$ cat src/design/isp_header_parse_fbaq4_decode_unit_defines.svh
// Assertion macros shared by the header parser and the result queue.
// Each macro samples on clk_i and is disabled while rst_ni is low.
`ifndef ISP_HEADER_PARSE_FBAQ4_DECODE_UNIT_DEFINES_SVH
`define ISP_HEADER_PARSE_FBAQ4_DECODE_UNIT_DEFINES_SVH

`ifndef SYNTHESIS

// Check a property on every clock edge outside reset.
`define ISP_HDR_ASSERT(lbl, prop, msg) \
  lbl: assert property (@(posedge clk_i) disable iff (!rst_ni) prop) else $error(msg);

// Check that a condition never holds outside reset.
`define ISP_HDR_ASSERT_NEVER(lbl, cond, msg) \
  lbl: assert property (@(posedge clk_i) disable iff (!rst_ni) !(cond)) else $error(msg);

`else

`define ISP_HDR_ASSERT(lbl, prop, msg)
`define ISP_HDR_ASSERT_NEVER(lbl, cond, msg)

`endif

`endif

$ cat src/design/isp_hdr_pkg.sv
`timescale 1ns / 1ps

package isp_hdr_pkg;

  // Packet framing
  localparam int HDR_BYTES   = 36;
  localparam int HDR_POS_W   = $clog2(HDR_BYTES);
  localparam int LEN_W       = 16;
  localparam int BLOCK_BYTES = 64;
  localparam int BLK_OFF_W   = (BLOCK_BYTES > 2) ? $clog2(BLOCK_BYTES) : 1;

  localparam logic [LEN_W-1:0] DFH_LEN = LEN_W'(29);
  localparam logic [7:0]       MODE_IM = 8'h54;

  // Header byte positions
  localparam logic [HDR_POS_W-1:0] P_START      = HDR_POS_W'(0);
  localparam logic [HDR_POS_W-1:0] P_LEN_HI     = HDR_POS_W'(4);
  localparam logic [HDR_POS_W-1:0] P_LEN_LO     = HDR_POS_W'(5);
  localparam logic [HDR_POS_W-1:0] P_DFH_HI     = HDR_POS_W'(6);
  localparam logic [HDR_POS_W-1:0] P_DFH_LO     = HDR_POS_W'(7);
  localparam logic [HDR_POS_W-1:0] P_MODE_ID    = HDR_POS_W'(9);
  localparam logic [HDR_POS_W-1:0] P_TIME_FIRST = HDR_POS_W'(10);
  localparam logic [HDR_POS_W-1:0] P_TIME_LAST  = HDR_POS_W'(14);
  localparam logic [HDR_POS_W-1:0] P_MCNT_FIRST = HDR_POS_W'(16);
  localparam logic [HDR_POS_W-1:0] P_MCNT_LAST  = HDR_POS_W'(18);
  localparam logic [HDR_POS_W-1:0] P_FLAGS      = HDR_POS_W'(20);
  localparam logic [HDR_POS_W-1:0] P_CYCLE_LO   = HDR_POS_W'(21);
  localparam logic [HDR_POS_W-1:0] P_PRI_HI     = HDR_POS_W'(22);
  localparam logic [HDR_POS_W-1:0] P_PRI_LO     = HDR_POS_W'(23);
  localparam logic [HDR_POS_W-1:0] P_SWST_HI    = HDR_POS_W'(24);
  localparam logic [HDR_POS_W-1:0] P_SWST_LO    = HDR_POS_W'(25);
  localparam logic [HDR_POS_W-1:0] P_WIN_HI     = HDR_POS_W'(26);
  localparam logic [HDR_POS_W-1:0] P_WIN_LO     = HDR_POS_W'(27);
  localparam logic [HDR_POS_W-1:0] P_LAST       = HDR_POS_W'(HDR_BYTES - 1);

  // Reconstruction tables
  localparam int TABLE_DEPTH = 4096;
  localparam int TBL_AW      = $clog2(TABLE_DEPTH);
  localparam int WORD_W      = 32;

  localparam logic [3:0] CODE_MAX  = 4'hF;
  localparam logic [3:0] CODE_BIAS = 4'd8;

  // Result queue
  localparam int OQ_DEPTH = 3;
  localparam int OQ_PTR_W = $clog2(OQ_DEPTH);
  localparam int OQ_CNT_W = $clog2(OQ_DEPTH + 1);

  typedef enum logic {
    REQ_STREAM = 1'b0,
    REQ_TABLE  = 1'b1
  } req_type_e;

  typedef enum logic [1:0] {
    RES_HEADER = 2'd0,
    RES_SAMPLE = 2'd1,
    RES_ERROR  = 2'd2
  } result_kind_e;

  typedef enum logic [1:0] {
    ERR_NONE    = 2'd0,
    ERR_DFH_LEN = 2'd1,
    ERR_MODE_ID = 2'd2
  } err_code_e;

  typedef struct packed {
    result_kind_e      kind;
    err_code_e         err;
    logic [39:0]       board_time;
    logic [23:0]       mode_counter;
    logic [3:0]        flag_bits;
    logic [11:0]       cycle_counter;
    logic [15:0]       pri_value;
    logic [15:0]       swst_value;
    logic [15:0]       window_length;
    logic [WORD_W-1:0] i_recon;
    logic [WORD_W-1:0] q_recon;
    logic              last_sample;
  } result_t;

  typedef struct packed {
    logic              en;
    logic [TBL_AW-1:0] i_addr;
    logic [TBL_AW-1:0] q_addr;
  } lut_rd_t;

  typedef struct packed {
    logic              en;
    logic [TBL_AW-1:0] addr;
    logic [WORD_W-1:0] i_word;
    logic [WORD_W-1:0] q_word;
  } lut_wr_t;

  // Fold a 4-bit code: 8..15 maps to 15-code, 0..7 to code+8.
  function automatic logic [3:0] map_code(logic [3:0] c);
    logic [3:0] m;
    if (c[3]) begin
      m = CODE_MAX - c;
    end else begin
      m = c + CODE_BIAS;
    end
    return m;
  endfunction

endpackage

$ cat src/design/isp_hdr_parse.sv
`timescale 1ns / 1ps
`include "isp_header_parse_fbaq4_decode_unit_defines.svh"

module isp_hdr_parse (
  input  logic                 clk_i,
  input  logic                 rst_ni,
  input  logic                 accept_i,
  input  logic [7:0]           byte_i,
  output isp_hdr_pkg::lut_rd_t rd_o,
  output logic                 res_valid_o,
  output isp_hdr_pkg::result_t res_o
);

  localparam logic [isp_hdr_pkg::BLK_OFF_W-1:0] BlkOffLast =
    isp_hdr_pkg::BLK_OFF_W'(isp_hdr_pkg::BLOCK_BYTES - 1);
  localparam logic [isp_hdr_pkg::LEN_W-1:0] BlkLen =
    isp_hdr_pkg::LEN_W'(isp_hdr_pkg::BLOCK_BYTES);
  localparam logic [isp_hdr_pkg::LEN_W-1:0] RemOne = isp_hdr_pkg::LEN_W'(1);

  // Control state
  logic [isp_hdr_pkg::HDR_POS_W-1:0] pos_q, pos_d;
  logic                              in_data_q, in_data_d;
  logic                              skip_q, skip_d;
  logic [isp_hdr_pkg::LEN_W-1:0]     rem_q, rem_d;
  logic [isp_hdr_pkg::BLK_OFF_W-1:0] blk_off_q, blk_off_d;
  logic                              blk_full_q, blk_full_d;
  logic                              res_valid_q, res_valid_d;

  // Header shadow and payload
  logic [isp_hdr_pkg::LEN_W-1:0] len_q, len_d;
  logic [15:0]                   dfh_q, dfh_d;
  logic [39:0]                   time_q, time_d;
  logic [23:0]                   mcnt_q, mcnt_d;
  logic [3:0]                    flags_q, flags_d;
  logic [11:0]                   cycle_q, cycle_d;
  logic [15:0]                   pri_q, pri_d;
  logic [15:0]                   swst_q, swst_d;
  logic [15:0]                   win_q, win_d;
  logic [7:0]                    blk_id_q, blk_id_d;
  isp_hdr_pkg::result_t          res_q, res_d;

  logic full_now;

  always_comb begin
    pos_d       = pos_q;
    in_data_d   = in_data_q;
    skip_d      = skip_q;
    rem_d       = rem_q;
    blk_off_d   = blk_off_q;
    blk_full_d  = blk_full_q;
    res_valid_d = 1'b0;
    len_d       = len_q;
    dfh_d       = dfh_q;
    time_d      = time_q;
    mcnt_d      = mcnt_q;
    flags_d     = flags_q;
    cycle_d     = cycle_q;
    pri_d       = pri_q;
    swst_d      = swst_q;
    win_d       = win_q;
    blk_id_d    = blk_id_q;
    res_d       = '0;
    rd_o        = '0;
    full_now    = 1'b0;

    if (accept_i && !in_data_q) begin
      if (pos_q == isp_hdr_pkg::P_START) begin
        dfh_d   = '0;
        time_d  = '0;
        mcnt_d  = '0;
        flags_d = '0;
        cycle_d = '0;
        pri_d   = '0;
        swst_d  = '0;
        win_d   = '0;
      end
      if (pos_q == isp_hdr_pkg::P_LEN_HI || pos_q == isp_hdr_pkg::P_LEN_LO) begin
        len_d = {len_q[7:0], byte_i};
      end
      if (pos_q == isp_hdr_pkg::P_DFH_HI || pos_q == isp_hdr_pkg::P_DFH_LO) begin
        dfh_d = {dfh_q[7:0], byte_i};
      end
      if (pos_q == isp_hdr_pkg::P_DFH_LO && !skip_q && dfh_d != isp_hdr_pkg::DFH_LEN) begin
        res_valid_d = 1'b1;
        res_d.kind  = isp_hdr_pkg::RES_ERROR;
        res_d.err   = isp_hdr_pkg::ERR_DFH_LEN;
        skip_d      = 1'b1;
      end
      if (pos_q == isp_hdr_pkg::P_MODE_ID && !skip_q && byte_i != isp_hdr_pkg::MODE_IM) begin
        res_valid_d = 1'b1;
        res_d.kind  = isp_hdr_pkg::RES_ERROR;
        res_d.err   = isp_hdr_pkg::ERR_MODE_ID;
        skip_d      = 1'b1;
      end
      if (pos_q >= isp_hdr_pkg::P_TIME_FIRST && pos_q <= isp_hdr_pkg::P_TIME_LAST) begin
        time_d = {time_q[31:0], byte_i};
      end
      if (pos_q >= isp_hdr_pkg::P_MCNT_FIRST && pos_q <= isp_hdr_pkg::P_MCNT_LAST) begin
        mcnt_d = {mcnt_q[15:0], byte_i};
      end
      if (pos_q == isp_hdr_pkg::P_FLAGS) begin
        flags_d = byte_i[7:4];
        cycle_d = {byte_i[3:0], cycle_q[7:0]};
      end
      if (pos_q == isp_hdr_pkg::P_CYCLE_LO) begin
        cycle_d = {cycle_q[11:8], byte_i};
      end
      if (pos_q == isp_hdr_pkg::P_PRI_HI)  pri_d  = {byte_i, pri_q[7:0]};
      if (pos_q == isp_hdr_pkg::P_PRI_LO)  pri_d  = {pri_q[15:8], byte_i};
      if (pos_q == isp_hdr_pkg::P_SWST_HI) swst_d = {byte_i, swst_q[7:0]};
      if (pos_q == isp_hdr_pkg::P_SWST_LO) swst_d = {swst_q[15:8], byte_i};
      if (pos_q == isp_hdr_pkg::P_WIN_HI)  win_d  = {byte_i, win_q[7:0]};
      if (pos_q == isp_hdr_pkg::P_WIN_LO)  win_d  = {win_q[15:8], byte_i};

      if (pos_q == isp_hdr_pkg::P_LAST) begin
        if (!skip_q) begin
          res_valid_d         = 1'b1;
          res_d.kind          = isp_hdr_pkg::RES_HEADER;
          res_d.board_time    = time_q;
          res_d.mode_counter  = mcnt_q;
          res_d.flag_bits     = flags_q;
          res_d.cycle_counter = cycle_q;
          res_d.pri_value     = pri_q;
          res_d.swst_value    = swst_q;
          res_d.window_length = win_q;
          // Drop the data field of non-echo packets.
          if (!flags_q[3]) begin
            skip_d = 1'b1;
          end
        end
        pos_d = '0;
        if (len_q <= isp_hdr_pkg::DFH_LEN) begin
          in_data_d = 1'b0;
          skip_d    = 1'b0;
        end else begin
          in_data_d = 1'b1;
          rem_d     = len_q - isp_hdr_pkg::DFH_LEN;
          blk_off_d = '0;
        end
      end else begin
        pos_d = pos_q + isp_hdr_pkg::HDR_POS_W'(1);
      end
    end else if (accept_i) begin
      if (blk_off_q == '0) begin
        full_now   = (rem_q >= BlkLen);
        blk_full_d = full_now;
        if (full_now && !skip_q) begin
          blk_id_d = byte_i;
        end
      end else if (blk_full_q && !skip_q) begin
        rd_o.en           = 1'b1;
        rd_o.i_addr       = {isp_hdr_pkg::map_code(byte_i[7:4]), blk_id_q};
        rd_o.q_addr       = {isp_hdr_pkg::map_code(byte_i[3:0]), blk_id_q};
        res_valid_d       = 1'b1;
        res_d.kind        = isp_hdr_pkg::RES_SAMPLE;
        res_d.last_sample = (blk_off_q == BlkOffLast) && (rem_q <= BlkLen);
      end
      blk_off_d = (blk_off_q == BlkOffLast) ? '0 : blk_off_q + isp_hdr_pkg::BLK_OFF_W'(1);
      if (rem_q == RemOne) begin
        in_data_d = 1'b0;
        skip_d    = 1'b0;
        pos_d     = '0;
      end else begin
        rem_d = rem_q - RemOne;
      end
    end
  end

  always_ff @(posedge clk_i or negedge rst_ni) begin
    if (!rst_ni) begin
      pos_q       <= '0;
      in_data_q   <= 1'b0;
      skip_q      <= 1'b0;
      rem_q       <= '0;
      blk_off_q   <= '0;
      blk_full_q  <= 1'b0;
      res_valid_q <= 1'b0;
    end else begin
      pos_q       <= pos_d;
      in_data_q   <= in_data_d;
      skip_q      <= skip_d;
      rem_q       <= rem_d;
      blk_off_q   <= blk_off_d;
      blk_full_q  <= blk_full_d;
      res_valid_q <= res_valid_d;
    end
  end

  always_ff @(posedge clk_i) begin
    len_q    <= len_d;
    dfh_q    <= dfh_d;
    time_q   <= time_d;
    mcnt_q   <= mcnt_d;
    flags_q  <= flags_d;
    cycle_q  <= cycle_d;
    pri_q    <= pri_d;
    swst_q   <= swst_d;
    win_q    <= win_d;
    blk_id_q <= blk_id_d;
    res_q    <= res_d;
  end

  assign res_valid_o = res_valid_q;
  assign res_o       = res_q;

  `ISP_HDR_ASSERT(a_res_after_byte, res_valid_q |-> $past(accept_i), "result without byte")
  `ISP_HDR_ASSERT_NEVER(a_rem_nonzero, in_data_q && (rem_q == '0), "data phase with no bytes left")
  `ISP_HDR_ASSERT(a_read_gives_sample, rd_o.en |=> (res_valid_q && res_q.kind == isp_hdr_pkg::RES_SAMPLE), "table read without sample")

endmodule

$ cat config.mk
export PLATFORM = sky130hd
export DESIGN_NAME = isp_hdr_parse
export DESIGN_NICKNAME = d
export VERILOG_FILES = /design/src/design/isp_hdr_pkg.sv /design/src/design/isp_hdr_parse.sv
export VERILOG_INCLUDE_DIRS = /design/src /design/src/design
export SDC_FILE = /design/constraint.sdc
export NUM_CORES = 1
export LEC_CHECK = 0
export ABC_CLOCK_PERIOD_IN_PS = 7080
export BUFFER_PORTS_ARGS = -buffer_cell sky130_fd_sc_hd__buf_2
export CAP_MARGIN = 20
export CORE_MARGIN = 3
export CORE_UTILIZATION = 25
export DETAILED_ROUTE_END_ITERATION = 8
export PLACE_DENSITY_LB_ADDON = 0.12
export SLEW_MARGIN = 20
export SYNTH_ARGS = -nofsm -noshare
export SYNTH_HDL_FRONTEND = slang
export SYNTH_SLANG_ARGS = --single-unit
export TNS_END_PERCENT = 30
$ cat constraint.sdc
create_clock -name clk_i -period 7.08 [get_ports clk_i]
set_input_delay 0 -clock clk_i [delete_from_list [all_inputs] [get_ports clk_i]]
set_output_delay 0 -clock clk_i [all_outputs]
set_load 0.03 [all_outputs]
# ---- After elaboration in Yosys (flattened, before gate mapping)
# Index checks and enable logic that the tools add are counted.
dict set report word_totals {
  reg_bits 333
  out_inout_bits 223
  wordCells 196
}
dict set report op_classes {
  add_sub_neg 8
  order_cmp 7
  n_eq_ne 25
  mux 67
  bitwise_logic 8
  reduce_logical 49
}
# operator count
set ops {}
lappend ops {{two-way mux 16 bit} 12}
lappend ops {{two-way mux 25 bit} 4}
lappend ops {{two-way mux 40 bit} 2}
lappend ops {{two-way mux 6 bit} 9}
lappend ops {{equality test 6 x 5 -> 1 bit, second input constant} 8}
lappend ops {{two-way mux 24 bit} 2}
lappend ops {{AND reduction 3 bit} 11}
lappend ops {{two-way mux 8 bit} 4}
lappend ops {{equality test 6 x 3 -> 1 bit, second input constant} 4}
lappend ops {{two-way mux 12 bit} 2}
lappend ops {{two-way mux 4 bit} 6}
lappend ops {{nonzero test 2 bit} 12}
lappend ops {{two-way mux 1 bit} 23}
lappend ops {{equality test 16 x 1 -> 1 bit, second input constant} 1}
lappend ops {{>= comparator 16 x 7 -> 1 bit, second input constant} 1}
lappend ops {{less-or-equal comparator 16 x 5 -> 1 bit, second input constant} 1}
lappend ops {{less-or-equal comparator 16 x 7 -> 1 bit, second input constant} 1}
lappend ops {{inequality test 16 x 5 -> 1 bit, second input constant} 1}
lappend ops {{subtractor 16 x 1 -> 16 bit, second input constant} 1}
lappend ops {{subtractor 16 x 5 -> 16 bit, second input constant} 1}
lappend ops {{adder 6 x 1 -> 6 bit, second input constant} 2}
lappend ops {{equality test 6 bit, second input constant} 2}
lappend ops {{zero test 6 bit} 2}
lappend ops {{logical AND 1 bit} 10}
lappend ops {{19 further kinds} 42}

# ---- Depth between registers and ports, before layout
dict set report logic_depth {
  ltp_word 13
  ltp_mapped 9
}

# ---- Least setup slack after synthesis
# No wires, ideal clock.
dict set report synth_timing {
  kind {flip-flop to flip-flop}
  from {register pos_q[0] (netlist name)}
  to {register time_q[0] (enable)}
  arrival_ns 3.363
  t_required_ns 6.629
  slack_ns 3.266
  path_stages_with_launch 8
  path_buffers 1
  period_less_slack_ns 3.814
  path_cell_list {dfrtp_1 -> inv_1 -> ha_1 -> o311ai_0 -> a21oi_1 -> clkbuf_1 -> inv_1 -> a21oi_1}
}
dict set report synth_between {
  elab_chain_cells 4
  elab_cells_between_ends 6
}
# item line_no
set synth_lines {}
lappend synth_lines {{start: declaration} isp_hdr_parse.sv:21} ;# logic [isp_hdr_pkg::HDR_POS_W-1:0] pos_q, pos_d;
lappend synth_lines {{start signal: assignment} isp_hdr_parse.sv:179} ;# pos_q <= pos_d;
lappend synth_lines {{>= comparator 6 x 4 -> 1 bit / less-or-equal comparator 6 x 4 -> 1 bit (equally long branches)} isp_hdr_parse.sv:95} ;# if (pos_q >= isp_hdr_pkg::P_TIME_FIRST && pos_q <= isp_hdr_pkg::P_TIME_LAST) begin
lappend synth_lines {{logical AND 1 bit} isp_hdr_parse.sv:95}
lappend synth_lines {{nonzero test 2 bit (no source line) *} -}
lappend synth_lines {{AND reduction 2 bit (no source line) *} -}
lappend synth_lines {{end signal: assignment} isp_hdr_parse.sv:192} ;# time_q <= time_d;
lappend synth_lines {{end: declaration} isp_hdr_parse.sv:32} ;# logic [39:0] time_q, time_d;
# Every way passes the cells marked *; elsewhere a longest branch is shown, timed or not.
# A chain may end at the register's enable or synchronous reset.

# ---- Worst setup path in the final report
dict set report layout_timing {
  from {register pos_q[0] (netlist name)}
  to {register time_q[33] (enable)}
}
# The elaborated chain is that of the path after synthesis.

==> results.cfg <==
[global_routing]
overflow = 0
grt_pass1_vias = 7912
antenna_found_initial = 0
grt_max_degree = 129
grt_pass1_wl_um = 49000
groute.usage.overall_pct = 11.8

[logic_synthesis]
synth_edf_count = 168
yosysSeqAreaShare_pct = 65.3
netlist_area_um2 = 13000
avgSynthCellArea_um2 = 12.4
yosys_warnings = 0
synthCells = 1051
synth.distinct_cells = 76
synthFlopType = edfxtp_1
synthArstFlopShare_pct = 9.61
ys_seq_elements = 333

[setup_path]
arrival_ns = 3.40
reg2reg_to = time_q[33]
critPathKind = reg2reg
path_cells = inv_1 > ha_1 > o311ai_0 > a21oi_4 > inv_1 > a21oi_4 > buf_4
slowest_delay_ns = 0.70
crit_fanout = 40
critical_path_required_ns = 7.26
r2r_slack_ns = 3.86
r2r_cells = 7
startpoint_type = flip-flop
worst_setup_path_end_kind = flip-flop
r2r-start = pos_q[0]
crit_slowest_cell = a21oi_4

[timing]
hold_slack_ns = 0.110
skew_ns = 0.0113
rsz0062_at_grt = no
report.final.slew_viol_count = 0
fin_tns_setup_ns = 0
relSlewSlack_pct = 29.1
setup_violations = 0
tightest_slew_ns = 1.06
min_period_ns = 3.22
max_freq_mhz = 310
hold_viol_final = 0
fin_crit_sh_pct = 45.5

[placed_design]
dp_hpwl_um = 22000
dp.cells = 1843
port_buffers = 169
place_congestion = 0.774

[route]
ant_nets = 0
drc_errors = 0
firstDrtPassIters = 5
vias = 7954
finalWirelength_um = 33100
via_per_inst = 4.13
wl_per_cell_um = 17.2
drt_iter0_drc = 411

[pwr]
power_leakage_nw = 6.56
ir_drop_uv = 147
power_density_nw_per_um2 = 324

[cells_and_area]
n_antenna_cell = 0
final_layout_size_suffix_gt1_share_pct = 21.6
register_area_um2 = 8510
fillers = 5280
final_nets = 1240
area_growth_pct = 20.3
final_cells = 1928
multi_input_comb_area_um2 = 3950

[die]
coreArea_um2 = 51400
dieHeight_um = 234
fp.dieW_um = 234
die-area_um2 = 54900
initial_core_util_pct = 25.3
pin_count = 234
num_rows = 83

[cts]
cts.clk_slew.worst_paths_ns = 0.06
cts_root_buffer = clkbuf_16
cts_tree = done
cts_buffer_depth = 3
clkLatencyLatePin_ns = 0.54
cts_sinks = 333
cts_buffers = 40
cts.htree.levels = 2
ctsResizeCount = 0

[flow_run]
maxCapViolCount = 0

[min_path]
hold_path_class = in2async

[status]
status = finished, final reports clean
==> cell type report <==
type	count	share of cell area [%]
repair buffers	192	6.65
inverters	19	0.455
clock inverters	12	0.679
flip-flops and latches	333	54.3
clock buffers	61	7.34
well taps	680	5.43
multi-input cells	631	25.2
==> cell usage after synthesis, types with 6 or more instances <==
master | count | area, um2
o31ai_1 | 6 | 45.0
and2_1 | 200 | 1250
xnor2_1 | 10 | 87.6
clkbuf_2 | 11 | 55.1
and3_1 | 48 | 300
a22o_1 | 19 | 166
xor2_1 | 6 | 52.6
nand3_1 | 14 | 70.1
nor3b_1 | 6 | 45.0
buf_4 | 75 | 563
nor2_1 | 53 | 199
clkbuf_1 | 39 | 146
dfrtp_1 | 32 | 801
nor4_1 | 8 | 50.1
a21oi_1 | 20 | 100
nand4_1 | 9 | 56.3
nand2_1 | 30 | 113
edfxtp_1 | 168 | 5040
inv_1 | 17 | 63.8
nor3_1 | 11 | 55.1
o21ai_0 | 24 | 120
dfxtp_1 | 133 | 2660
o211ai_1 | 7 | 52.6
ha_1 | 12 | 150
==> cell usage in the layout, fill, tap and decap left out, types with 11 or more instances in the layout <==
cell type and n:
edfxtp_1 168, ha_1 12, conb_1 64, clkbuf_16 40
buf_2 169, and3_1 48, inv_1 17, dfxtp_1 133
o21ai_0 24, a22o_1 19, and2_1 200, nand2_1 30
nand3_1 14, nor2_1 53, nor3_1 11, a21oi_1 17
dfrtp_1 32, clkbuf_1 14
==> registers in the layout, indices dropped and copies added (netlist names), 4 cells and up <==
register / flops
res_o: 133
time_q: 40
mcnt_q: 24
dfh_q: 16
len_q: 16
pri_q: 16
rem_q: 16
swst_q: 16
win_q: 16
cycle_q: 12
blk_id_q: 8
blk_off_q: 6
pos_q: 6
flags_q: 4
==> cells by family (layout without fill, tap and decap cells) <==
| logic type | count (synthesis) | after routing | share of synthesized area [%] |
|---|---|---|---|
| AOI/OAI and AO/OA | 114 | 114 | 6.17 |
| adders and majority gates | 12 | 12 | 1.15 |
| DFF | 333 | 333 | 65.3 |
| buffers and inverters | 150 | 284 | 6.62 |
| xor gates and xnor gates | 16 | 16 | 1.08 |
| other | 1 | 64 | 0.0288 |
| and+or+nand+nor | 422 | 422 | 19.4 |
| muxes | 3 | 3 | 0.240 |
==> worst max path at each step <==
| stage | start | to | slack (ns) |
|---|---|---|---|
| 2_1_floorplan | pos_q[0] | time_q[0] | 3.27 |
| 3_3_place_gp | pos_q[0] | win_q[12] | 3.84 |
| 3_5_place_dp | pos_q[0] | swst_q[13] | 3.71 |
| 4_1_cts | pos_q[0] | swst_q[11] | 3.69 |
| 5_1_grt | pos_q[0] | time_q[32] | 3.51 |
| 6_report | pos_q[0] | time_q[33] | 3.86 |
==> worst max-delay path: cells and delay by family, from the launching register on <==
| kind | cells | cell delay (ns) |
|---|---|---|
| adder cells (fa/ha/maj) | 1 | 0.44 |
| flip-flops | 1 | 0.43 |
| AO/OA/AOI/OAI | 3 | 1.17 |
| buffers and inverters | 3 | 0.79 |
==> per-layer routing <==
metal	GRT usage, %	share of wire (%)
met2	18.5	46
met3	2.89	5.7
met5	0	0
met1	16.1	47
met4	3.39	2.0
==> metrics by stage <==
step                util, %  setup slack, ns  power [mW]  cell area [um2]
floorplan                 -             3.27        2.95            13300
global placement       27.8             3.84        3.16            14300
detailed placement     27.8             3.71        3.16            14300
CTS                    30.5             3.69        5.17            15700
global route           30.5             3.51        5.34            15700
finish                 30.5             3.86        5.08            15700
==> timing repair <==
| action | 4_1_cts | 5_1_grt |
|---|---|---|
| hold buffers | 10 | 0 |
| setup buffers | 0 | 0 |
| hold endpoints to repair | 55 | 0 |
==> report_power, final <==
group | switching (mW) | internal (mW) | leakage, nW
sequential | 0.180 | 2.33 | 3.07
clock | 0.795 | 1.16 | 0.609
combinational | 0.418 | 0.193 | 2.89
total | 1.39 | 3.68 | 6.56
Note: power is estimated with default switching activity, not from simulation.
