===== src/design/isp_header_parse_fbaq4_decode_unit_defines.svh =====
// Assertion macros shared by the header parser and the result queue.
// Each macro samples on clk_i and is disabled while rst_ni is low.
`ifndef ISP_HEADER_PARSE_FBAQ4_DECODE_UNIT_DEFINES_SVH
`define ISP_HEADER_PARSE_FBAQ4_DECODE_UNIT_DEFINES_SVH

`ifndef SYNTHESIS

// Check a property on every clock edge outside reset.
`define ISP_HDR_ASSERT(lbl, prop, msg) \
  lbl: assert property (@(posedge clk_i) disable iff (!rst_ni) prop) else $error(msg);

// Check that a condition never holds outside reset.
`define ISP_HDR_ASSERT_NEVER(lbl, cond, msg) \
  lbl: assert property (@(posedge clk_i) disable iff (!rst_ni) !(cond)) else $error(msg);

`else

`define ISP_HDR_ASSERT(lbl, prop, msg)
`define ISP_HDR_ASSERT_NEVER(lbl, cond, msg)

`endif

`endif


===== src/design/isp_hdr_pkg.sv =====
`timescale 1ns / 1ps

package isp_hdr_pkg;

  // Packet framing
  localparam int HDR_BYTES   = 36;
  localparam int HDR_POS_W   = $clog2(HDR_BYTES);
  localparam int LEN_W       = 16;
  localparam int BLOCK_BYTES = 64;
  localparam int BLK_OFF_W   = (BLOCK_BYTES > 2) ? $clog2(BLOCK_BYTES) : 1;

  localparam logic [LEN_W-1:0] DFH_LEN = LEN_W'(29);
  localparam logic [7:0]       MODE_IM = 8'h54;

  // Header byte positions
  localparam logic [HDR_POS_W-1:0] P_START      = HDR_POS_W'(0);
  localparam logic [HDR_POS_W-1:0] P_LEN_HI     = HDR_POS_W'(4);
  localparam logic [HDR_POS_W-1:0] P_LEN_LO     = HDR_POS_W'(5);
  localparam logic [HDR_POS_W-1:0] P_DFH_HI     = HDR_POS_W'(6);
  localparam logic [HDR_POS_W-1:0] P_DFH_LO     = HDR_POS_W'(7);
  localparam logic [HDR_POS_W-1:0] P_MODE_ID    = HDR_POS_W'(9);
  localparam logic [HDR_POS_W-1:0] P_TIME_FIRST = HDR_POS_W'(10);
  localparam logic [HDR_POS_W-1:0] P_TIME_LAST  = HDR_POS_W'(14);
  localparam logic [HDR_POS_W-1:0] P_MCNT_FIRST = HDR_POS_W'(16);
  localparam logic [HDR_POS_W-1:0] P_MCNT_LAST  = HDR_POS_W'(18);
  localparam logic [HDR_POS_W-1:0] P_FLAGS      = HDR_POS_W'(20);
  localparam logic [HDR_POS_W-1:0] P_CYCLE_LO   = HDR_POS_W'(21);
  localparam logic [HDR_POS_W-1:0] P_PRI_HI     = HDR_POS_W'(22);
  localparam logic [HDR_POS_W-1:0] P_PRI_LO     = HDR_POS_W'(23);
  localparam logic [HDR_POS_W-1:0] P_SWST_HI    = HDR_POS_W'(24);
  localparam logic [HDR_POS_W-1:0] P_SWST_LO    = HDR_POS_W'(25);
  localparam logic [HDR_POS_W-1:0] P_WIN_HI     = HDR_POS_W'(26);
  localparam logic [HDR_POS_W-1:0] P_WIN_LO     = HDR_POS_W'(27);
  localparam logic [HDR_POS_W-1:0] P_LAST       = HDR_POS_W'(HDR_BYTES - 1);

  // Reconstruction tables
  localparam int TABLE_DEPTH = 4096;
  localparam int TBL_AW      = $clog2(TABLE_DEPTH);
  localparam int WORD_W      = 32;

  localparam logic [3:0] CODE_MAX  = 4'hF;
  localparam logic [3:0] CODE_BIAS = 4'd8;

  // Result queue
  localparam int OQ_DEPTH = 3;
  localparam int OQ_PTR_W = $clog2(OQ_DEPTH);
  localparam int OQ_CNT_W = $clog2(OQ_DEPTH + 1);

  typedef enum logic {
    REQ_STREAM = 1'b0,
    REQ_TABLE  = 1'b1
  } req_type_e;

  typedef enum logic [1:0] {
    RES_HEADER = 2'd0,
    RES_SAMPLE = 2'd1,
    RES_ERROR  = 2'd2
  } result_kind_e;

  typedef enum logic [1:0] {
    ERR_NONE    = 2'd0,
    ERR_DFH_LEN = 2'd1,
    ERR_MODE_ID = 2'd2
  } err_code_e;

  typedef struct packed {
    result_kind_e      kind;
    err_code_e         err;
    logic [39:0]       board_time;
    logic [23:0]       mode_counter;
    logic [3:0]        flag_bits;
    logic [11:0]       cycle_counter;
    logic [15:0]       pri_value;
    logic [15:0]       swst_value;
    logic [15:0]       window_length;
    logic [WORD_W-1:0] i_recon;
    logic [WORD_W-1:0] q_recon;
    logic              last_sample;
  } result_t;

  typedef struct packed {
    logic              en;
    logic [TBL_AW-1:0] i_addr;
    logic [TBL_AW-1:0] q_addr;
  } lut_rd_t;

  typedef struct packed {
    logic              en;
    logic [TBL_AW-1:0] addr;
    logic [WORD_W-1:0] i_word;
    logic [WORD_W-1:0] q_word;
  } lut_wr_t;

  // Fold a 4-bit code: 8..15 maps to 15-code, 0..7 to code+8.
  function automatic logic [3:0] map_code(logic [3:0] c);
    logic [3:0] m;
    if (c[3]) begin
      m = CODE_MAX - c;
    end else begin
      m = c + CODE_BIAS;
    end
    return m;
  endfunction

endpackage


===== src/design/isp_hdr_outq.sv =====
`timescale 1ns / 1ps
`include "isp_header_parse_fbaq4_decode_unit_defines.svh"

module isp_hdr_outq (
  input  logic                              clk_i,
  input  logic                              rst_ni,
  input  logic                              push_i,
  input  isp_hdr_pkg::result_t              push_data_i,
  input  logic                              stall_i,
  output logic                              valid_o,
  output isp_hdr_pkg::result_t              data_o,
  output logic [isp_hdr_pkg::OQ_CNT_W-1:0]  count_o
);

  localparam logic [isp_hdr_pkg::OQ_PTR_W-1:0] PtrLast =
    isp_hdr_pkg::OQ_PTR_W'(isp_hdr_pkg::OQ_DEPTH - 1);
  localparam logic [isp_hdr_pkg::OQ_CNT_W-1:0] CntFull =
    isp_hdr_pkg::OQ_CNT_W'(isp_hdr_pkg::OQ_DEPTH);

  isp_hdr_pkg::result_t                ent_q [isp_hdr_pkg::OQ_DEPTH];
  logic [isp_hdr_pkg::OQ_PTR_W-1:0]    wr_ptr_q, wr_ptr_d;
  logic [isp_hdr_pkg::OQ_PTR_W-1:0]    rd_ptr_q, rd_ptr_d;
  logic [isp_hdr_pkg::OQ_CNT_W-1:0]    cnt_q, cnt_d;
  logic                                pop;

  assign pop = (cnt_q != '0) && !stall_i;

  always_comb begin
    wr_ptr_d = wr_ptr_q;
    rd_ptr_d = rd_ptr_q;
    cnt_d    = cnt_q;
    if (push_i) begin
      wr_ptr_d = (wr_ptr_q == PtrLast) ? '0 : wr_ptr_q + isp_hdr_pkg::OQ_PTR_W'(1);
    end
    if (pop) begin
      rd_ptr_d = (rd_ptr_q == PtrLast) ? '0 : rd_ptr_q + isp_hdr_pkg::OQ_PTR_W'(1);
    end
    if (push_i && !pop) begin
      cnt_d = cnt_q + isp_hdr_pkg::OQ_CNT_W'(1);
    end else if (pop && !push_i) begin
      cnt_d = cnt_q - isp_hdr_pkg::OQ_CNT_W'(1);
    end
  end

  always_ff @(posedge clk_i or negedge rst_ni) begin
    if (!rst_ni) begin
      wr_ptr_q <= '0;
      rd_ptr_q <= '0;
      cnt_q    <= '0;
    end else begin
      wr_ptr_q <= wr_ptr_d;
      rd_ptr_q <= rd_ptr_d;
      cnt_q    <= cnt_d;
    end
  end

  always_ff @(posedge clk_i) begin
    if (push_i) begin
      ent_q[wr_ptr_q] <= push_data_i;
    end
  end

  assign valid_o = (cnt_q != '0);
  assign data_o  = ent_q[rd_ptr_q];
  assign count_o = cnt_q;

  `ISP_HDR_ASSERT_NEVER(a_no_overflow, push_i && !pop && (cnt_q == CntFull), "result queue overflow")

endmodule


===== config.mk =====
export PLATFORM = sky130hd
export DESIGN_NAME = isp_hdr_outq
export DESIGN_NICKNAME = d
export VERILOG_FILES = /design/src/design/isp_hdr_pkg.sv /design/src/design/isp_hdr_outq.sv
export VERILOG_INCLUDE_DIRS = /design/src /design/src/design
export SDC_FILE = /design/constraint.sdc
export NUM_CORES = 1
export LEC_CHECK = 0
export ABC_AREA = 1
export ABC_CLOCK_PERIOD_IN_PS = 10300
export BUFFER_PORTS_ARGS = -buffer_cell sky130_fd_sc_hd__clkbuf_2
export CAP_MARGIN = 30
export CORE_MARGIN = 1.5
export CORE_UTILIZATION = 35
export DETAILED_ROUTE_END_ITERATION = 10
export SYNTH_ARGS = -nofsm -noshare
export SYNTH_HDL_FRONTEND = slang
export SYNTH_SLANG_ARGS = --single-unit

===== constraint.sdc =====
create_clock -name clk_i -period 10.3 [get_ports clk_i]
set_input_delay 0.515 -clock clk_i [delete_from_list [all_inputs] [get_ports clk_i]]
set_output_delay 0.515 -clock clk_i [all_outputs]
set_load 0.02 [all_outputs]

* Word-level counts from Yosys, hierarchy flattened
Memory sizes are Yosys's and may differ from the RTL's. Index checks and enable logic that the tools add are counted. Widths: inputs -> output; s select.
Storage, ports and cells: register bits after elaboration 6, memory bits (writable) 591, input bits 201, output and inout port bits 200, logic and storage cells 24, memories 1
Operators by class: add/sub/neg operators 4, equal/unequal tests 2, mux-type cells 6, reductions and logical operators 8
Memories:
- ent_q | words 3, width 197, rd ports 1, clocked after Yosys merged registers in 0, wr ports 1, line isp_hdr_outq.sv:20 | isp_hdr_pkg::result_t ent_q [isp_hdr_pkg::OQ_DEPTH];
Operators with widths (count):
- $mux 2 | 4
- $add 2x1->2 const B | 3
- $eq 2x2->1 const B | 2
- $reduce_bool 2->1 | 2
- $logic_and 1x1->1 | 3
- $logic_not 1->1 | 3
- $mux 1 | 2
- $sub 2x1->2 const B | 1

* Logic depth before layout (Yosys ltp)
Gate-level depths: netlist of run 1.
depth in word-level cells 5, gate-level depth with buffers 9, gate-level depth less buffers 9

* Worst setup path after synthesis of run 1
OpenSTA, ideal clock, no wires.
path kind input-to-reg, start point input port push_i, end point memory ent_q[2][0] (netlist bit), enable pin, setup time 762 ps, data arrival time 8812 ps, required time 9538 ps, setup slack 725 ps, stages on the path 2, path buffers 0, path through nand2_1 -> nor2_1
Between the ends: cells in the longest elaborated chain, start to end 2
RTL lines:
- from (decl) | line isp_hdr_outq.sv:7 | input logic push_i,
- $mux 1 | line isp_hdr_outq.sv:58 | if (push_i) begin
- $mux 1 (not written as such) | line isp_hdr_outq.sv:59 | ent_q[wr_ptr_q] <= push_data_i;
- to (decl) | line isp_hdr_outq.sv:20
No other way between the ends.

==> results.cfg, run 1 <==
[place]
placed_cell_area_um2 = 24500
dp_slack_ps = 6490
portBuffers = 400
hpwl_um = 29600
gp_congestion = 0.762
placed_cells = 2619

[synthesis]
syn_area_um2 = 21600
yosys.cell_types.count = 17
synth_top_area_share_pct = 82.3
synth.area.top_cells = edfxtp_1 (82%), nand2_1 (10%), nand3_1 (4.7%)
yosysSeqAreaShare_pct = 83.0
ys_async_sr_fraction_pct = 1.01
synth_largest_area_cell = edfxtp_1
yosys-top-cells-count = nand2_1 (602), edfxtp_1 (591), nand3_1 (202), buf_2 (31), clkbuf_1 (28)
synth_edf_count = 591
yosysMostFrequentCell = nand2_1
ys_ff_latch = 597
synth_warnings = 0
synth.net_count = 1685
ys.flop_type = edfxtp_1
netlist_instances = 1483
syn_area_per_cell_um2 = 14.5

[die]
rows = 90
die-area_um2 = 63100
coreArea_um2 = 60600
die_w_um = 251
io_pins = 401
die_height_um = 251
start_util_pct = 35.6

[setup_path]
critPathArrivalTime_ps = 3850
critPathCaptureType = output pin
worstSetupPathType = flop to output pin
cp.required_ps = 9790
crit_fanout = 74
crit_path_start_kind = flop
r2r_slack_ps = 7590

[pwr]
leakage_nw = 10.1
comb_power_share_pct = 34.3
report.power.total_mw = 8.40
pwr-share-clk_pct = 27.0
switching_share_pct = 37.5
p_int_mw = 5.26
vdd_drop_max_v = 0.000217
p_seq_share_pct = 38.7
powerDensity_nw_per_um2 = 317
switchingPower_mw = 3.15

[drt]
vias_per_cell = 4.67
first_pass_iters = 5
wire_per_inst_um = 17.9
remaining_drc_errors = 0
num_vias = 12800
postRouteAntennaNets = 0
totalWireLength_um = 49000
drt_iter0_markers = 618

[grt]
antenna_found_initial = 8
grt_pass1_vias = 12400
grt_pass1_wl_um = 73700
grt_max_degree = 84
overflow = 0
grtUsageTotal_pct = 15.2

[sta]
worst-slew-pin-transition_ps = 991
tns_ps = 0
layout_min_cycle_time_ps = 4370
drv_slew = 0
slew_headroom_pct = 33.9
setup_viol = 0
hold_slack_ps = 113
finalHoldViolCount = 0
fin_skew_ps = 13.3
worst_slack_ps = 5930
fin_crit_sh_pct = 42.4
rsz0062_at_grt = no
clock.fmax_mhz = 229

[cells_and_area]
layout-drive-gt1-share_pct = 26.3
fill_cells = 5495
seq_area_um2 = 17900
final_area_um2 = 26500
final_nets = 2103
utilization_pct = 43.8
syn2layout_area_growth_pct = 23.1
multi_input_comb_area_um2 = 3340
layoutNonFillerInstCount = 2733

[clock_network]
cts_setup_buffers = 0
clkSlewWorstSetupHoldPaths_ps = 60
post_cts_resized = 0
clk_latency_ps = 600
cts_sinks = 597
cts_tree = built
postCtsHoldBufs = 1
cts-htree-levels = 2
ctsLongestPathBuffers = 3
ctsRootBufferMaster = clkbuf_16
cts_buffers = 61

[min_path]
hp-class = input port to flop

[run_status]
outcome = completed

[job]
maxCapViolCount = 0
## layout by cell type, fill, tap and decap left out, drive strengths merged
| cell | n |
|---|---|
| nand2 | 602 |
| edfxtp | 591 |
| clkbuf | 470 |
| nand3 | 202 |
| clkinv | 27 |
| buf | 18 |
| bufinv | 12 |
| inv | 12 |
| dfrtp | 6 |
| nor2 | 3 |
| o21ai | 2 |
| diode | 1 |
| xnor2 | 1 |
| nand4 | 1 |
| ha | 1 |
| clkinvlp | 1 |
| dlygate4sd3 | 1 |
## per-layer routing
layer	up-vias	global-route usage (%)	wire, um	share of wire (%)
li1	6091	-	-	-
met4	12	4.13	1020	2.1
met1	6231	19.6	20600	42
met3	84	5.50	3970	8.1
met5	-	0	81	0.17
met2	356	24.3	23400	48
## flip-flops by register name, indices dropped and copies added (netlist names)
name	count
count_o	2
ent_q	591
rd_ptr_q	2
wr_ptr_q	2
## cells by family (layout without fill, tap and decap cells)
| logic type | after synthesis | after routing | synth area share [%] |
|---|---|---|---|
| AND/OR/NAND/NOR | 808 | 808 | 15.3 |
| flip-flops | 597 | 597 | 83.0 |
| buffers and inverters | 74 | 541 | 1.52 |
| AO/OA/AOI/OAI | 2 | 2 | 0.0464 |
| adder cells (fa/ha/maj) | 1 | 1 | 0.0580 |
| XOR/XNOR | 1 | 1 | 0.0406 |
| other | 0 | 1 | 0 |
## critical path: stages, from the launching register on
cell and delay (ps):
dfrtp_4 830, nor2_4 630, buf_4 460, buf_4 750
nand2_1 130, nand3_1 150, clkbuf_2 180
## power groups by stage
stage                     sequential [mW]  clock [mW]  combinational [mW]
after floorplan                      3.32           0                1.84
after detailed placement             3.31           0                2.95
final                                3.25        2.27                2.88
after global routing                 3.29        2.42                3.14
after CTS                            3.26        2.32                2.96
after global placement               3.30           0                2.92
## worst paths after layout
check	from	endpoint	depth (start not counted)
hold reg to reg	count_o[1]$_DFFE_PN0P_	count_o[1]$_DFFE_PN0P_	2
setup / recovery	rd_ptr_q[1]$_DFFE_PN0P_	data_o[70]	6
hold / removal	push_data_i[7]	ent_q[0][7]$_DFFE_PP_	1
max in group asynchronous	rst_ni	rd_ptr_q[1]$_DFFE_PN0P_	2
min in group asynchronous	rst_ni	rd_ptr_q[0]$_DFFE_PN0P_	2
setup reg to reg	wr_ptr_q[0]$_DFFE_PN0P_	ent_q[2][95]$_DFFE_PP_	5
## layout make-up
class	instances	area share, %
sequential	597	67.4
multi-input combinational	812	12.6
timing repair buffer	419	8.29
clock buffer	70	5.88
tap	782	3.69
clock inverter	42	1.90
inverter	10	0.198
antenna	1	0.00943
No activity file was read; power rests on OpenSTA's default activity.
==> run 2: changes to the inputs <==
Settings changed: ABC_CLOCK_PERIOD_IN_PS 10300 to 4000.
Clock period 10.3 ns to 4 ns, I/O delays scaled along.
==> run 2 against run 1 <==
- die area is the same
- cell count is 7.4% higher
- sequential share of layout area fell by 4.6 points
- via count up 7.2%
- count of clock-buffer cells in the layout up 2
- first-iteration DRC count is 25% higher
- sequential power grew to 2.6 times the previous value
- register-to-register slack got worse by 5700 ps
- non-clock buffer count is 200 higher
- combinational power rose to 2.7 times the previous value
- clock power is 140% higher
==> results.cfg, run 2 (synthesized netlist as in run 1, its figures left out) <==
[sta]
slew_headroom_pct = 37.6
rsz0062_at_grt = no
setup_viol = 0
hold_slack_ps = 333
drv_slew = 0
worst_slack_ps = 1050
clock.fmax_mhz = 339
worst-slew-pin-transition_ps = 936
tns_ps = 0
fin_skew_ps = 20.2
layout_min_cycle_time_ps = 2950
finalHoldViolCount = 0
fin_crit_sh_pct = 73.8

[setup_path]
cp_slowest_cell = dfrtp_4
crit_path_cell_trace = nor2_4 -> buf_12 -> nand2_1 -> nand3_1 -> clkbuf_2
crit_fanout = 94
cp.required_ps = 3800
critPathCaptureType = output pin
critPathArrivalTime_ps = 2750
cp_top_family = flip-flops
max_stage_delay_ps = 730
crit_path_start_kind = flop
crit_buf_inv = 2
worstSetupPathType = flop to output pin

[grt]
use_met3_pct = 3.76
overflow = 0
gr-usage-met2_pct = 26.5
antenna_found_initial = 1
grt_pass1_wl_um = 76300
top_usage_layer = met2
grt_util_met1_pct = 19.1
grtUsageTotal_pct = 15.4
grt_max_degree = 124
grt_pass1_vias = 14000

[pwr]
vdd_drop_max_v = 0.000546
switchingPower_mw = 8.14
p_int_mw = 13.4
report.power.total_mw = 21.5
p_seq_share_pct = 38.7
powerDensity_nw_per_um2 = 754
pwr-share-clk_pct = 25.3
leakage_nw = 10.9
switching_share_pct = 37.9
comb_power_share_pct = 35.9

[die]
die_height_um = 251
die-area_um2 = 63100
coreArea_um2 = 60600
io_pins = 401
start_util_pct = 35.6
rows = 90
die_w_um = 251

[cells_and_area]
seq_area_um2 = 17900
top_register = ent_q
multi_input_comb_area_um2 = 3340
layoutNonFillerInstCount = 2935
fill_cells = 5274
largest_reg_flops = 591
final_common_cell = nand2_1
layout-drive-gt1-share_pct = 23.8
final_cell_mix = nand2_1 (602), edfxtp_1 (591), clkbuf_2 (400)
final_nets = 2302
syn2layout_area_growth_pct = 32.2

[drt]
totalWireLength_um = 49900
vias_per_cell = 4.67
wire_per_inst_um = 17.0
num_vias = 13700
postRouteAntennaNets = 0
remaining_drc_errors = 0
drt_iter0_markers = 775
first_pass_iters = 5

[clock_network]
ctsRootBufferMaster = clkbuf_16
cts_setup_buffers = 0
clkSlewWorstSetupHoldPaths_ps = 60
cts_buffers = 60
ctsLongestPathBuffers = 3
cts-htree-levels = 2
cts_sinks = 597
cts_tree = built
clk_latency_ps = 600

[place]
placed_cells = 2619
portBuffers = 400
dp_slack_ps = 1650
hpwl_um = 28700
gp_congestion = 0.720

[min_path]
hp-class = input port to flop

[run_status]
outcome = completed

[job]
maxCapViolCount = 0
==> run 2: changes by cell type in the layout (fill, tap and decap cells not counted), moves of 2 or more <==
| cell | change |
|---|---|
| clkinv_2 | +3 |
| dlygate4sd3_1 | +200 |
| clkbuf_1 | +2 |
| buf_12 | +9 |
| bufinv_16 | -6 |
| buf_4 | -8 |
| inv_8 | -2 |
| clkinvlp_4 | +5 |
==> run 2: power groups by stage <==
stage	Clock, mW	Sequential, mW	Combinational, mW
final	5.44	8.33	7.73
after global routing	5.80	8.41	8.39
after CTS	5.59	8.33	7.88
after detailed placement	0	8.46	7.69
after global placement	0	8.43	7.60
after floorplan	0	8.44	4.74
==> run 2: path summary, 6_finish.rpt <==
kind	start	end	slack [ps]	cells past startpoint
max reg2reg	wr_ptr_q[1]$_DFFE_PN0P_	ent_q[1][152]$_DFFE_PP_	1930	4
min	push_data_i[2]	ent_q[0][2]$_DFFE_PP_	330	2
min in group asynchronous	rst_ni	rd_ptr_q[0]$_DFFE_PN0P_	580	3
max in group asynchronous	rst_ni	rd_ptr_q[1]$_DFFE_PN0P_	3170	3
min reg2reg	count_o[1]$_DFFE_PN0P_	count_o[1]$_DFFE_PN0P_	530	2
max	rd_ptr_q[1]$_DFFE_PN0P_	data_o[134]	1050	5
==> run 2: final cells by class <==
cell class	instances	area share, %
inverter	10	0.158
timing repair buffer	619	15.1
multi-input combinational	812	11.7
clock inverter	41	1.26
clock buffer	72	5.50
antenna	2	0.0176
tap	782	3.43
sequential	597	62.8
==> run 2: timing repair <==
action                                  in CTS  in global routing
endpoints found under the hold margin      602                  0
gates resized for setup                      0                  0
endpoints found under the setup margin       0                  0
hold buffers                               201                  0
==> run 2: metal layers <==
layer,share of wire (%),vias to the layer above
met5,0.022,-
met3,6.2,89
met2,50,378
met4,2.2,2
met1,41,6731
li1,-,6497
==> run 2: per-stage QoR <==
stage,cell area [um^2],util [%]
final,28500,47.0
after global routing,28500,47.0
after detailed placement,24500,40.5
after global placement,24500,40.5
after floorplan,21600,-
after CTS,28500,47.0
==> run 3: changes to the inputs <==
Settings changed: ABC_CLOCK_PERIOD_IN_PS 4000 to 2900.
Clock period 4 ns to 2.9 ns, I/O delays scaled along.
==> run 3 against run 2 <==
- critical path depth did not move
- sequential power rose by 37%
- cell area rose by 1.2%
- combinational power rose by 40%
- worst hold slack got worse by 40 ps
==> results.cfg, run 3 (synthesized netlist as in run 1, its figures left out) <==
[run_status]
outcome = completed

[grt]
grt_pass1_vias = 14100
overflow = 0
antenna_found_initial = 2
grtUsageTotal_pct = 15.6
grt_pass1_wl_um = 76300
grt_max_degree = 126

[cells_and_area]
layout-drive-gt1-share_pct = 24.4
final_nets = 2315
layoutNonFillerInstCount = 2950
syn2layout_area_growth_pct = 33.8
final_cell_mix = nand2_1 (602), edfxtp_1 (591), clkbuf_2 (400)
largest_reg_flops = 591
final_common_cell = nand2_1
top_register = ent_q

[setup_path]
r2r_start = wr_ptr_q[1]$_DFFE_PN0P_
cp.required_ps = 2760
crit_fanout = 113
setup.worst_path.start = rd_ptr_q[1]$_DFFE_PN0P_
crit_path_start_kind = flop
critPathCaptureType = output pin
worstSetupPathType = flop to output pin
critPathArrivalTime_ps = 2420

[clock_network]
ctsLongestPathBuffers = 3
cts_buffers = 66
cts_tree = built
clkSlewWorstSetupHoldPaths_ps = 60
cts-htree-levels = 3
post_cts_resized = 0
ctsRootBufferMaster = clkbuf_16
cts_setup_buffers = 0
clk_latency_ps = 590
cts_sinks = 597

[sta]
hold_slack_ps = 293
setup_viol = 0
rsz0062_at_grt = no
fin_crit_sh_pct = 88.4
layout_min_cycle_time_ps = 2560
slew_headroom_pct = 37.8
worst_slack_ps = 337
finalHoldViolCount = 0
clock.fmax_mhz = 390
drv_slew = 0
fin_skew_ps = 37.1
worst-slew-pin-transition_ps = 932

[min_path]
hp-class = input port to flop
hold_path_startpoint = push_data_i[42]

[pwr]
p_int_mw = 19.0
report.power.total_mw = 30.4
leakage_nw = 11.1
powerDensity_nw_per_um2 = 1050
switchingPower_mw = 11.4
switching_share_pct = 37.4
vdd_drop_max_v = 0.000719
p_seq_share_pct = 37.4
comb_power_share_pct = 35.6
pwr-share-clk_pct = 27.1

[drt]
first_pass_iters = 5
vias_per_cell = 4.62
num_vias = 13600
postRouteAntennaNets = 0
wire_per_inst_um = 16.7
drt_iter0_markers = 682
totalWireLength_um = 49300
remaining_drc_errors = 0

[die]
die_w_um = 251
start_util_pct = 35.6
coreArea_um2 = 60600
die-area_um2 = 63100
die_height_um = 251
io_pins = 401
rows = 90

[place]
gp_congestion = 0.726
hpwl_um = 28200
placed_cells = 2626
portBuffers = 400
dp_slack_ps = 694

[job]
maxCapViolCount = 0
run 3: final timing paths:
path,slack (ps),cells past startpoint,end
max,340,5,data_o[70]
min,290,2,ent_q[1][42]$_DFFE_PP_
max reg2reg,840,5,ent_q[0][83]$_DFFE_PP_
min reg2reg,520,2,count_o[1]$_DFFE_PN0P_
max in group asynchronous,2110,3,rd_ptr_q[1]$_DFFE_PN0P_
min in group asynchronous,510,3,wr_ptr_q[0]$_DFFE_PN0P_
run 3: area by class of cell:
| class | count | area, um^2 |
|---|---|---|
| Multi-Input combinational cell | 812 | 3350 |
| Antenna cell | 3 | 7.51 |
| Clock inverter | 33 | 368 |
| Tap cell | 782 | 978 |
| Clock buffer | 87 | 1800 |
| Sequential cell | 597 | 17900 |
| Timing Repair Buffer | 626 | 4390 |
| Inverter | 10 | 45.0 |
| Fill cell | 5230 | 31700 |
run 3: through the flow:
| stage | util, % | TNS [ps] | cell area [um^2] |
|---|---|---|---|
| floorplan | - | -542530 | 21600 |
| global placement | 40.7 | 0 | 24600 |
| detailed placement | 40.7 | 0 | 24600 |
| CTS | 47.6 | 0 | 28800 |
| global route | 47.6 | 0 | 28800 |
| finish | 47.6 | 0 | 28800 |
run 3: critical path, stage by stage, from the launching register on:
cell and delay [ps]:
dfrtp_4 530, nor2_4 160, buf_12 360, nand2_1 110
nand3_1 190, clkbuf_2 200
run 3: power by group through the flow:
| stage | combinational (mW) | clock [mW] | sequential [mW] |
|---|---|---|---|
| after floorplan | 6.54 | 0 | 11.6 |
| after global placement | 10.7 | 0 | 11.5 |
| after detailed placement | 10.8 | 0 | 11.5 |
| after CTS | 11.0 | 8.45 | 11.4 |
| after global routing | 11.8 | 8.74 | 11.5 |
| final | 10.8 | 8.24 | 11.4 |
run 3: timing repair:
action                                  in CTS  in global routing
endpoints found under the hold margin      602                  0
hold buffers                               201                  0
endpoints found under the setup margin       0                  0
run 3: routing by layer:
layer  share of wire (%)  up-vias  track usage [%]
li1                    -     6529                -
met1                  40     6607             18.4
met2                  50      398             26.9
met3                 7.0       82             4.39
met4                 2.6        0             5.97
met5                   0        -                0
